## src/rtl/motor_impedance_command_frame_packer_defines.svh

```systemverilog
// assertion macros used by the frame packer top module
`ifndef MOTOR_IMPEDANCE_COMMAND_FRAME_PACKER_DEFINES_SVH
`define MOTOR_IMPEDANCE_COMMAND_FRAME_PACKER_DEFINES_SVH

// same-cycle implication, checked on clk outside reset
`define MICFP_ASSERT_NOW(lbl, ante, cons) \
	lbl: assert property (@(posedge clk) disable iff (!arst_n) (ante) |-> (cons)) \
		else $error("assertion failed");

// next-cycle implication, checked on clk outside reset
`define MICFP_ASSERT_NEXT(lbl, ante, cons) \
	lbl: assert property (@(posedge clk) disable iff (!arst_n) (ante) |=> (cons)) \
		else $error("assertion failed");

`endif

```

## src/rtl/micfp_pkg.sv

```systemverilog
// types and constants of the frame packer
package micfp_pkg;

	localparam int POS_BITS   = 16;
	localparam int GAIN_BITS  = 12;
	localparam int LIM_W      = 31;
	localparam int SPAN_W     = 32;
	localparam int DIFF_W     = 33;
	localparam int PROD_W     = 48;
	localparam int ID_W       = 11;
	localparam int VAL_W      = 32;
	localparam int PAYLOAD_W  = 64;
	localparam int CFG_IDX_W  = 3;
	// front stages: difference, product, range check; then one stage per code bit
	localparam int LANE_DEPTH = 3 + POS_BITS;

	typedef enum logic [CFG_IDX_W-1:0] {
		REG_POSITION  = 3'd0,
		REG_VELOCITY  = 3'd1,
		REG_TORQUE    = 3'd2,
		REG_STIFFNESS = 3'd3,
		REG_DAMPING   = 3'd4
	} cfg_reg_t;

	localparam logic [LIM_W-1:0] POSITION_RST  = 31'd819200;
	localparam logic [LIM_W-1:0] VELOCITY_RST  = 31'd2949120;
	localparam logic [LIM_W-1:0] TORQUE_RST    = 31'd1179648;
	localparam logic [LIM_W-1:0] STIFFNESS_RST = 31'd32768000;
	localparam logic [LIM_W-1:0] DAMPING_RST   = 31'd327680;

	typedef struct packed {
		logic [ID_W-1:0]         target_id;
		logic signed [VAL_W-1:0] position_cmd;
		logic signed [VAL_W-1:0] velocity_cmd;
		logic signed [VAL_W-1:0] stiffness_cmd;
		logic signed [VAL_W-1:0] damping_cmd;
		logic signed [VAL_W-1:0] torque_cmd;
	} cmd_t;

	typedef struct packed {
		logic [ID_W-1:0]      frame_id;
		logic [PAYLOAD_W-1:0] frame_payload;
		logic                 clamped;
	} frame_t;

endpackage

```

## src/rtl/micfp_lane.sv

```systemverilog
// one quantizer lane: offset, scale, range check and a pipelined restoring divider
module micfp_lane #(
	parameter int BITS = 12,
	parameter bit SYM  = 1'b1
) (
	input  logic                                 clk,
	input  logic [micfp_pkg::LANE_DEPTH-1:0]     adv,
	input  logic signed [micfp_pkg::VAL_W-1:0]   x,
	input  logic [micfp_pkg::LIM_W-1:0]          lim,
	output logic [BITS-1:0]                      code,
	output logic                                 sat
);

	localparam int SW  = micfp_pkg::SPAN_W;
	localparam int PW  = micfp_pkg::PROD_W;
	localparam int DW  = micfp_pkg::DIFF_W;
	localparam int PAD = micfp_pkg::POS_BITS - BITS;

	logic [micfp_pkg::LIM_W-1:0] lim_nz;
	logic [SW-1:0]               span;

	logic [DW-1:0]   diff_s1;
	logic [PW-1:0]   prod_s2;
	logic            neg_s2;

	logic [SW-1:0]   rem_s [0:BITS];
	logic [BITS-1:0] low_s [0:BITS];
	logic [BITS-1:0] quo_s [0:BITS];
	logic            neg_s [0:BITS];
	logic            hi_s  [0:BITS];

	logic [BITS+1:0] dly_s [0:PAD];

	// user changes limits only while idle (unchecked); no stage keeps a copy of them
	assign lim_nz = (lim == '0) ? micfp_pkg::LIM_W'(1) : lim;
	assign span   = SYM ? {lim_nz, 1'b0} : {1'b0, lim_nz};

	always_ff @(posedge clk) begin
		if (adv[0]) begin
			if (SYM)
				diff_s1 <= {x[micfp_pkg::VAL_W-1], x} + DW'(lim_nz);
			else
				diff_s1 <= {x[micfp_pkg::VAL_W-1], x};
		end
		if (adv[1]) begin
			neg_s2  <= diff_s1[DW-1];
			// diff * (2^bits - 1)
			prod_s2 <= PW'({diff_s1[SW-1:0], {BITS{1'b0}}}) - PW'(diff_s1[SW-1:0]);
		end
		if (adv[2]) begin
			neg_s[0] <= neg_s2;
			hi_s[0]  <= prod_s2 >= PW'({span, {BITS{1'b0}}});
			rem_s[0] <= prod_s2[BITS +: SW];
			low_s[0] <= prod_s2[BITS-1:0];
			quo_s[0] <= '0;
		end
	end

	for (genvar k = 0; k < BITS; k++) begin : g_step
		logic [SW:0] trial;
		logic        ge;
		logic [SW:0] diff;

		assign trial = {rem_s[k], low_s[k][BITS-1]};
		assign ge    = trial >= {1'b0, span};
		assign diff  = trial - {1'b0, span};

		always_ff @(posedge clk) begin
			if (adv[3+k]) begin
				rem_s[k+1] <= ge ? diff[SW-1:0] : trial[SW-1:0];
				low_s[k+1] <= low_s[k] << 1;
				quo_s[k+1] <= {quo_s[k][BITS-2:0], ge};
				neg_s[k+1] <= neg_s[k];
				hi_s[k+1]  <= hi_s[k];
			end
		end
	end

	// narrow lanes wait so all lanes leave together
	assign dly_s[0] = {neg_s[BITS], hi_s[BITS], quo_s[BITS]};

	for (genvar j = 0; j < PAD; j++) begin : g_dly
		always_ff @(posedge clk) begin
			if (adv[3+BITS+j])
				dly_s[j+1] <= dly_s[j];
		end
	end

	always_comb begin
		sat = dly_s[PAD][BITS+1] | dly_s[PAD][BITS];
		if (dly_s[PAD][BITS+1])
			code = '0;
		else if (dly_s[PAD][BITS])
			code = '1;
		else
			code = dly_s[PAD][BITS-1:0];
	end

endmodule

```

## config.mk

```make
export PLATFORM = sky130hd
export DESIGN_NAME = micfp_lane
export DESIGN_NICKNAME = d
export VERILOG_FILES = /design/src/rtl/motor_impedance_command_frame_packer_defines.svh /design/src/rtl/micfp_pkg.sv /design/src/rtl/micfp_lane.sv
export SDC_FILE = /design/constraint.sdc
export NUM_CORES = 2
export LEC_CHECK = 0
export BUFFER_PORTS_ARGS = -buffer_cell sky130_fd_sc_hd__buf_2
export CORE_UTILIZATION = 36
export DETAILED_ROUTE_END_ITERATION = 16
export PLACE_DENSITY_LB_ADDON = 0.12
export SLEW_MARGIN = 0
export SYNTH_ARGS = -nofsm -noshare
export SYNTH_HDL_FRONTEND = slang
export SYNTH_SLANG_ARGS = --single-unit
```

## constraint.sdc

```tcl
create_clock -name clk -period 10.8 [get_ports clk]
set_clock_uncertainty 0.2 [all_clocks]
set_input_delay 1.62 -clock clk [delete_from_list [all_inputs] [get_ports clk]]
set_output_delay 1.62 -clock clk [all_outputs]
set_load 0.005 [all_outputs]
```

Word level (Yosys, flattened, before mapping) --
Memory sizes are Yosys's and may differ from the RTL's. A register that Yosys moved wholly into a read port is not among the register bits. Cells that the tools add are included.
Storage, ports and cells: register bits after elaboration 124, RAM bits 754, memories kept 5, logic and storage cells 81, input port bits 83, output and inout port bits 13, ROM bits 0, latch bits 0
Cells by class: multiply operators 0, add/subtract/negate cells 14, reductions and logical operators 1, order comparisons 13, bitwise operators 1, divide/modulo/power cells 0, multiplexer cells 41, eq/ne operators 0, shift operators 0
Memory list:
- rem_s | words 13, bits a word 32, read ports 12, clocked after memory_dff 0, wr ports 13, line micfp_lane.sv:26 | logic [SW-1:0] rem_s [0:BITS];
- low_s | words 13, bits a word 12, read ports 12, clocked after memory_dff 0, wr ports 13, line micfp_lane.sv:27 | logic [BITS-1:0] low_s [0:BITS];
- quo_s | words 13, bits a word 12, read ports 13, clocked after memory_dff 1, wr ports 13, line micfp_lane.sv:28 | logic [BITS-1:0] quo_s [0:BITS];
- hi_s | words 13, bits a word 1, read ports 13, clocked after memory_dff 1, wr ports 13, line micfp_lane.sv:30 | logic hi_s [0:BITS];
- neg_s | words 13, bits a word 1, read ports 13, clocked after memory_dff 1, wr ports 13, line micfp_lane.sv:29 | logic neg_s [0:BITS];
Operators by type and width (count):
- $ge 33x32->1 | 12
- $mux 32 | 12
- $sub 32x32->32 | 12
- $ge 48x44->1 | 1
- $sub 44x32->45 | 1
- $add 32x32->33 | 1
- $logic_not 31->1 | 1
- $mux 31 | 1
- $mux 1 | 26
- $mux 12 | 2
- $or 1x1->1 | 1

Depth between registers and ports, before layout --
depth after elaboration 4, gate-level depth with buffers 18, mapped depth without buffers 16

Worst setup path before layout --
Ideal clock, no wire load.
path kind input to register, start in lim[14] in the netlist's numbering, end mem rem_s[5][61] in the netlist's numbering, data pin, required time 10.338 ns, arrival time 5.431 ns, library setup time 0.262 ns, path buffers 1, stages 16, setup slack 4.907 ns, path through nor4_1 nand4_1 o21bai_1 ha_1 fa_1 nor2b_1 o31a_1 o41ai_2 nor2_1 a21oi_1 a311oi_1 a41oi_2 o31ai_1 a211oi_2 buf_2 mux2_1
RTL lines:
- start, declared | line micfp_lane.sv:9 | input logic [micfp_pkg::LIM_W-1:0] lim,
- end, declared | line micfp_lane.sv:26

==> impl_metrics.prom <==
# TYPE chip_impl_metric gauge
chip_impl_metric{name="area_delta_synth_final",unit="%"} 11.3
chip_impl_metric{name="global_route_wire_length_before_repair",unit="µm"} 182000
chip_impl_metric{name="cts_setup_buffers",unit=""} 0
chip_impl_metric{name="synth_edf_count",unit=""} 701
chip_impl_metric{name="ir_drop",unit="mV"} 0.136
chip_impl_metric{name="hold_buffers_post_cts",unit=""} 0
chip_impl_metric{name="synth_compound_gate_area_share",unit=""} 0.176
chip_impl_metric{name="placedCellCount",unit=""} 5970
chip_impl_metric{name="cts_buffers",unit=""} 85
chip_impl_metric{name="dp_hpwl",unit="µm"} 94900
chip_impl_metric{name="synthAdderAreaFrac",unit=""} 0.129
chip_impl_metric{name="drv_slew",unit=""} 0
chip_impl_metric{name="maximum_fanout_encountered_on_the_critical_timing_path",unit=""} 52
chip_impl_metric{name="cts_repair_resize_count",unit=""} 0
chip_impl_metric{name="fmax",unit="MHz"} 140
chip_impl_metric{name="power_report.internal_total",unit="W"} 0.00905
chip_impl_metric{name="fin_tns_setup",unit="ns"} 0
chip_impl_metric{name="final_non_filler_cell_total",unit=""} 6126
chip_impl_metric{name="clk-insertion-delay-late",unit="ns"} 0.66
chip_impl_metric{name="comb_power_share",unit=""} 0.478
chip_impl_metric{name="floorplan.initialDensity",unit=""} 0.364
chip_impl_info{name="status",value="finished, final reports clean"} 1
chip_impl_metric{name="final_layout_size_suffix_gt1_frac",unit=""} 0.0959
chip_impl_metric{name="synth.ff_latch_count",unit=""} 701
chip_impl_metric{name="cts.clk_slew.worst_paths",unit="ns"} 0.06
chip_impl_info{name="rsz0062_at_grt",value="false"} 1
chip_impl_metric{name="first_global_vias",unit=""} 32977
chip_impl_metric{name="placedInstanceArea",unit="mm²"} 0.0483
chip_impl_metric{name="floorplan.die.height",unit="µm"} 359
chip_impl_metric{name="fraction_of_the_mapped_netlist_area_in_simple_logic_gates",unit=""} 0.112
chip_impl_metric{name="syn-num-nets",unit=""} 4864
chip_impl_metric{name="route.detailed.wl_per_inst",unit="µm"} 19.4
chip_impl_metric{name="grt_max_degree",unit=""} 63
chip_impl_info{name="hold_path.class",value="flop to flop"} 1
chip_impl_metric{name="overall_die_width",unit="µm"} 359
chip_impl_metric{name="synth_sequential_area_ratio",unit=""} 0.458
chip_impl_info{name="clock_tree_from_tritoncts",value="yes"} 1
chip_impl_info{name="ctsRootBufferMaster",value="sky130_fd_sc_hd__clkbuf_16"} 1
chip_impl_metric{name="final_nets",unit=""} 4957
chip_impl_metric{name="vias_per_cell",unit=""} 5.28
chip_impl_metric{name="ioPinCount",unit=""} 96
chip_impl_metric{name="synth-xor-area-share",unit=""} 0.0687
chip_impl_info{name="dominant_combinational_cell_family_by_area_after_synthesis",value="compound AO/OA/AOI/OAI gates"} 1
chip_impl_metric{name="fp.coreArea",unit="mm²"} 0.126
chip_impl_metric{name="post-route-cell-area",unit="mm²"} 0.0512
chip_impl_metric{name="hold_violation_total_from_the_final_report",unit=""} 0
chip_impl_info{name="end_kind",value="flop"} 1
chip_impl_metric{name="cellPowerDensity",unit="mW/mm²"} 286
chip_impl_metric{name="muxShareOfSynthArea",unit=""} 0.0302
chip_impl_metric{name="grt_antenna_before_repair",unit=""} 2
chip_impl_metric{name="max_cap_viol_count",unit=""} 0
chip_impl_info{name="route.top_layer_used",value="met5"} 1
chip_impl_metric{name="dr_wl_met3",unit="µm"} 2750
chip_impl_metric{name="drt_iter0_drc",unit=""} 1429
chip_impl_metric{name="synth_warnings",unit=""} 0
chip_impl_metric{name="share_seq_of_total_power",unit=""} 0.324
chip_impl_metric{name="timing.critical_path.required",unit="ns"} 11.00
chip_impl_metric{name="final-setup-viol-count",unit=""} 0
chip_impl_metric{name="detailroute.wirelength.met2",unit="µm"} 63100
chip_impl_metric{name="wl_met1",unit="µm"} 46100
chip_impl_metric{name="worstMarginPinSlew",unit="ns"} 1.38
chip_impl_metric{name="fp-row-count",unit=""} 130
chip_impl_metric{name="synth.lib_cells_used.distinct",unit=""} 91
chip_impl_metric{name="netlist_area_before_placement",unit="mm²"} 0.0460
chip_impl_metric{name="totalWireLength",unit="µm"} 119000
chip_impl_metric{name="post_synth.cell_area_avg",unit="µm²"} 10.7
chip_impl_metric{name="clock_power_frac",unit=""} 0.198
chip_impl_metric{name="worst_slack",unit="ns"} 3.65
chip_impl_metric{name="die-area",unit="mm²"} 0.129
chip_impl_metric{name="share_of_flip_flops_with_an_asynchronous_set_or_reset",unit=""} 0
chip_impl_metric{name="drt_drc",unit=""} 0
chip_impl_metric{name="critical_path_arrival",unit="ns"} 7.35
chip_impl_metric{name="cts-htree-levels",unit=""} 3
chip_impl_metric{name="gr-total-overflow",unit=""} 0
chip_impl_metric{name="cells_after_synthesis",unit=""} 4314
chip_impl_info{name="worstSetupPathType",value="input port to flop"} 1
chip_impl_metric{name="gr-usage-all-layers",unit=""} 0.180
chip_impl_metric{name="slew_headroom",unit=""} 0.0689
chip_impl_metric{name="clockBufferDepth",unit=""} 3
chip_impl_metric{name="dr_total_vias",unit=""} 32335
chip_impl_metric{name="final_period_utilization",unit=""} 0.662
chip_impl_info{name="yosys_most_used_dff",value="sky130_fd_sc_hd__edfxtp_1"} 1
chip_impl_metric{name="clock_sinks",unit=""} 701
chip_impl_metric{name="drt_pass1_iterations",unit=""} 5
chip_impl_metric{name="place_congestion",unit=""} 0.924
chip_impl_metric{name="power.switching",unit="W"} 0.00561
chip_impl_metric{name="leakagePower",unit="nW"} 20.4
chip_impl_metric{name="layout_min_cycle_time",unit="ns"} 7.15
chip_impl_metric{name="dp_worst_setup_slack",unit="ns"} 3.04
chip_impl_metric{name="io_buffer_count",unit=""} 95
chip_impl_metric{name="netSwitchingFraction",unit=""} 0.383
chip_impl_metric{name="ant_nets",unit=""} 0
chip_impl_info{name="worst_setup_path_start_kind",value="input port"} 1
-- final cells by class --
class | count | area, µm²
antenna | 1 | 2.50
clock buffer | 103 | 2190
clock inverter | 52 | 641
fill | 12140 | 75000
inverter | 168 | 631
multi-input combinational | 3312 | 23800
sequential | 701 | 21100
tap | 1650 | 2060
timing repair buffer | 139 | 806
-- cell usage in the layout (no fill, tap or decap), drive strengths merged, types with 31 or more instances in the layout --
cell type | synthesis | final
a21o | 210 | 210
a21oi | 411 | 411
a31oi | 36 | 36
and3 | 31 | 31
buf | 37 | 139
clkbuf | 96 | 103
clkinv | 0 | 32
edfxtp | 701 | 701
ha | 455 | 455
inv | 168 | 171
mux2 | 115 | 115
nand2 | 329 | 329
nand2b | 51 | 51
nand3 | 69 | 69
nand4 | 68 | 68
nor2 | 280 | 280
nor2b | 61 | 61
nor3 | 50 | 50
o21a | 54 | 54
o21ai | 320 | 320
o21bai | 50 | 50
xnor2 | 214 | 214
xor2 | 147 | 147
-- cells in the mapped netlist, drive strengths merged, types with 51 or more instances --
library cell    n  area share
edfxtp        701        0.46
ha            455        0.12
a21oi         411       0.045
nand2         329       0.027
o21ai         320       0.035
nor2          280       0.023
xnor2         214       0.041
a21o          210       0.034
inv           168       0.014
xor2          147       0.028
mux2          115       0.028
clkbuf         96      0.0078
nand3          69      0.0075
nand4          68      0.0092
nor2b          61      0.0083
o21a           54      0.0088
nand2b         51      0.0069
-- per-stage QoR --
stage | hold slack (ns) | util | power [W]
after global placement | 0.203 | 0.383 | 0.0118
after global routing | 0.218 | 0.405 | 0.0157
after detailed placement | 0.205 | 0.383 | 0.0118
final | 0.212 | 0.406 | 0.0147
after floorplan | 0.200 | - | 0.0101
after CTS | 0.210 | 0.405 | 0.0148
-- metal layers --
metal / vias up / global-route usage
li1: 16418 / -
met1: 15166 / 0.187
met2: 496 / 0.347
met3: 251 / 0.0208
met4: 4 / 0.102
met5: - / 0
-- flip-flops by register name, summed over array words and instances, names as in the netlist --
name	cells
quo_s	78
dly_s	56
diff_s1	33
rem_s	384
low_s	78
neg_s2	1
prod_s2	45
hi_s	13
neg_s	13
-- worst paths after layout --
| kind | depth (start not counted) | slack [ns] | start | end |
|---|---|---|---|---|
| worst min register to register | 0 | 0.21 | quo_s[11][6]$_DFFE_PP_ | quo_s[12][7]$_DFFE_PP_ |
| worst max register to register | 11 | 5.82 | rem_s[2][13]$_DFFE_PP_ | rem_s[2][37]$_DFFE_PP_ |
| worst min-delay path | 0 | 0.21 | quo_s[11][6]$_DFFE_PP_ | quo_s[12][7]$_DFFE_PP_ |
| worst max-delay path | 18 | 3.65 | lim[9] | rem_s[5][37]$_DFFE_PP_ |
-- worst max-delay path, cell delays in order --
cell and delay (ns):
sky130_fd_sc_hd__buf_2 0.12, sky130_fd_sc_hd__nor4_1 0.77, sky130_fd_sc_hd__nand4_1 0.39, sky130_fd_sc_hd__o21bai_2 0.31, sky130_fd_sc_hd__buf_4 0.33, sky130_fd_sc_hd__ha_1 0.25, sky130_fd_sc_hd__fa_1 0.21, sky130_fd_sc_hd__nor2b_1 0.07
sky130_fd_sc_hd__o31a_1 0.29, sky130_fd_sc_hd__o41ai_2 0.43, sky130_fd_sc_hd__nor2_1 0.12, sky130_fd_sc_hd__a21oi_1 0.33, sky130_fd_sc_hd__a311oi_1 0.27, sky130_fd_sc_hd__a41oi_2 0.34, sky130_fd_sc_hd__o31ai_1 0.15, sky130_fd_sc_hd__a211oi_4 0.43
sky130_fd_sc_hd__buf_4 0.46, sky130_fd_sc_hd__mux2_2 0.38
-- power groups by stage --
stage | clock [W] | sequential [W] | combinational (W)
detailed placement | 0 | 0.00480 | 0.00698
finish | 0.00290 | 0.00475 | 0.00701
global route | 0.00310 | 0.00483 | 0.00781
floorplan | 0 | 0.00458 | 0.00554
CTS | 0.00300 | 0.00475 | 0.00703
global placement | 0 | 0.00483 | 0.00696
-- cell families (layout without fill, tap and decap cells) --
kind of cell             count (synthesis)  after routing
other                                    0              1
buffers and inverters                  301            462
adder cells (fa/ha/maj)                467            467
AO/OA/AOI/OAI                         1288           1288
flip-flops                             701            701
AND/OR/NAND/NOR                       1072           1072
multiplexers                           124            124
XOR/XNOR                               361            361
Note: power is estimated with default switching activity, not from simulation.
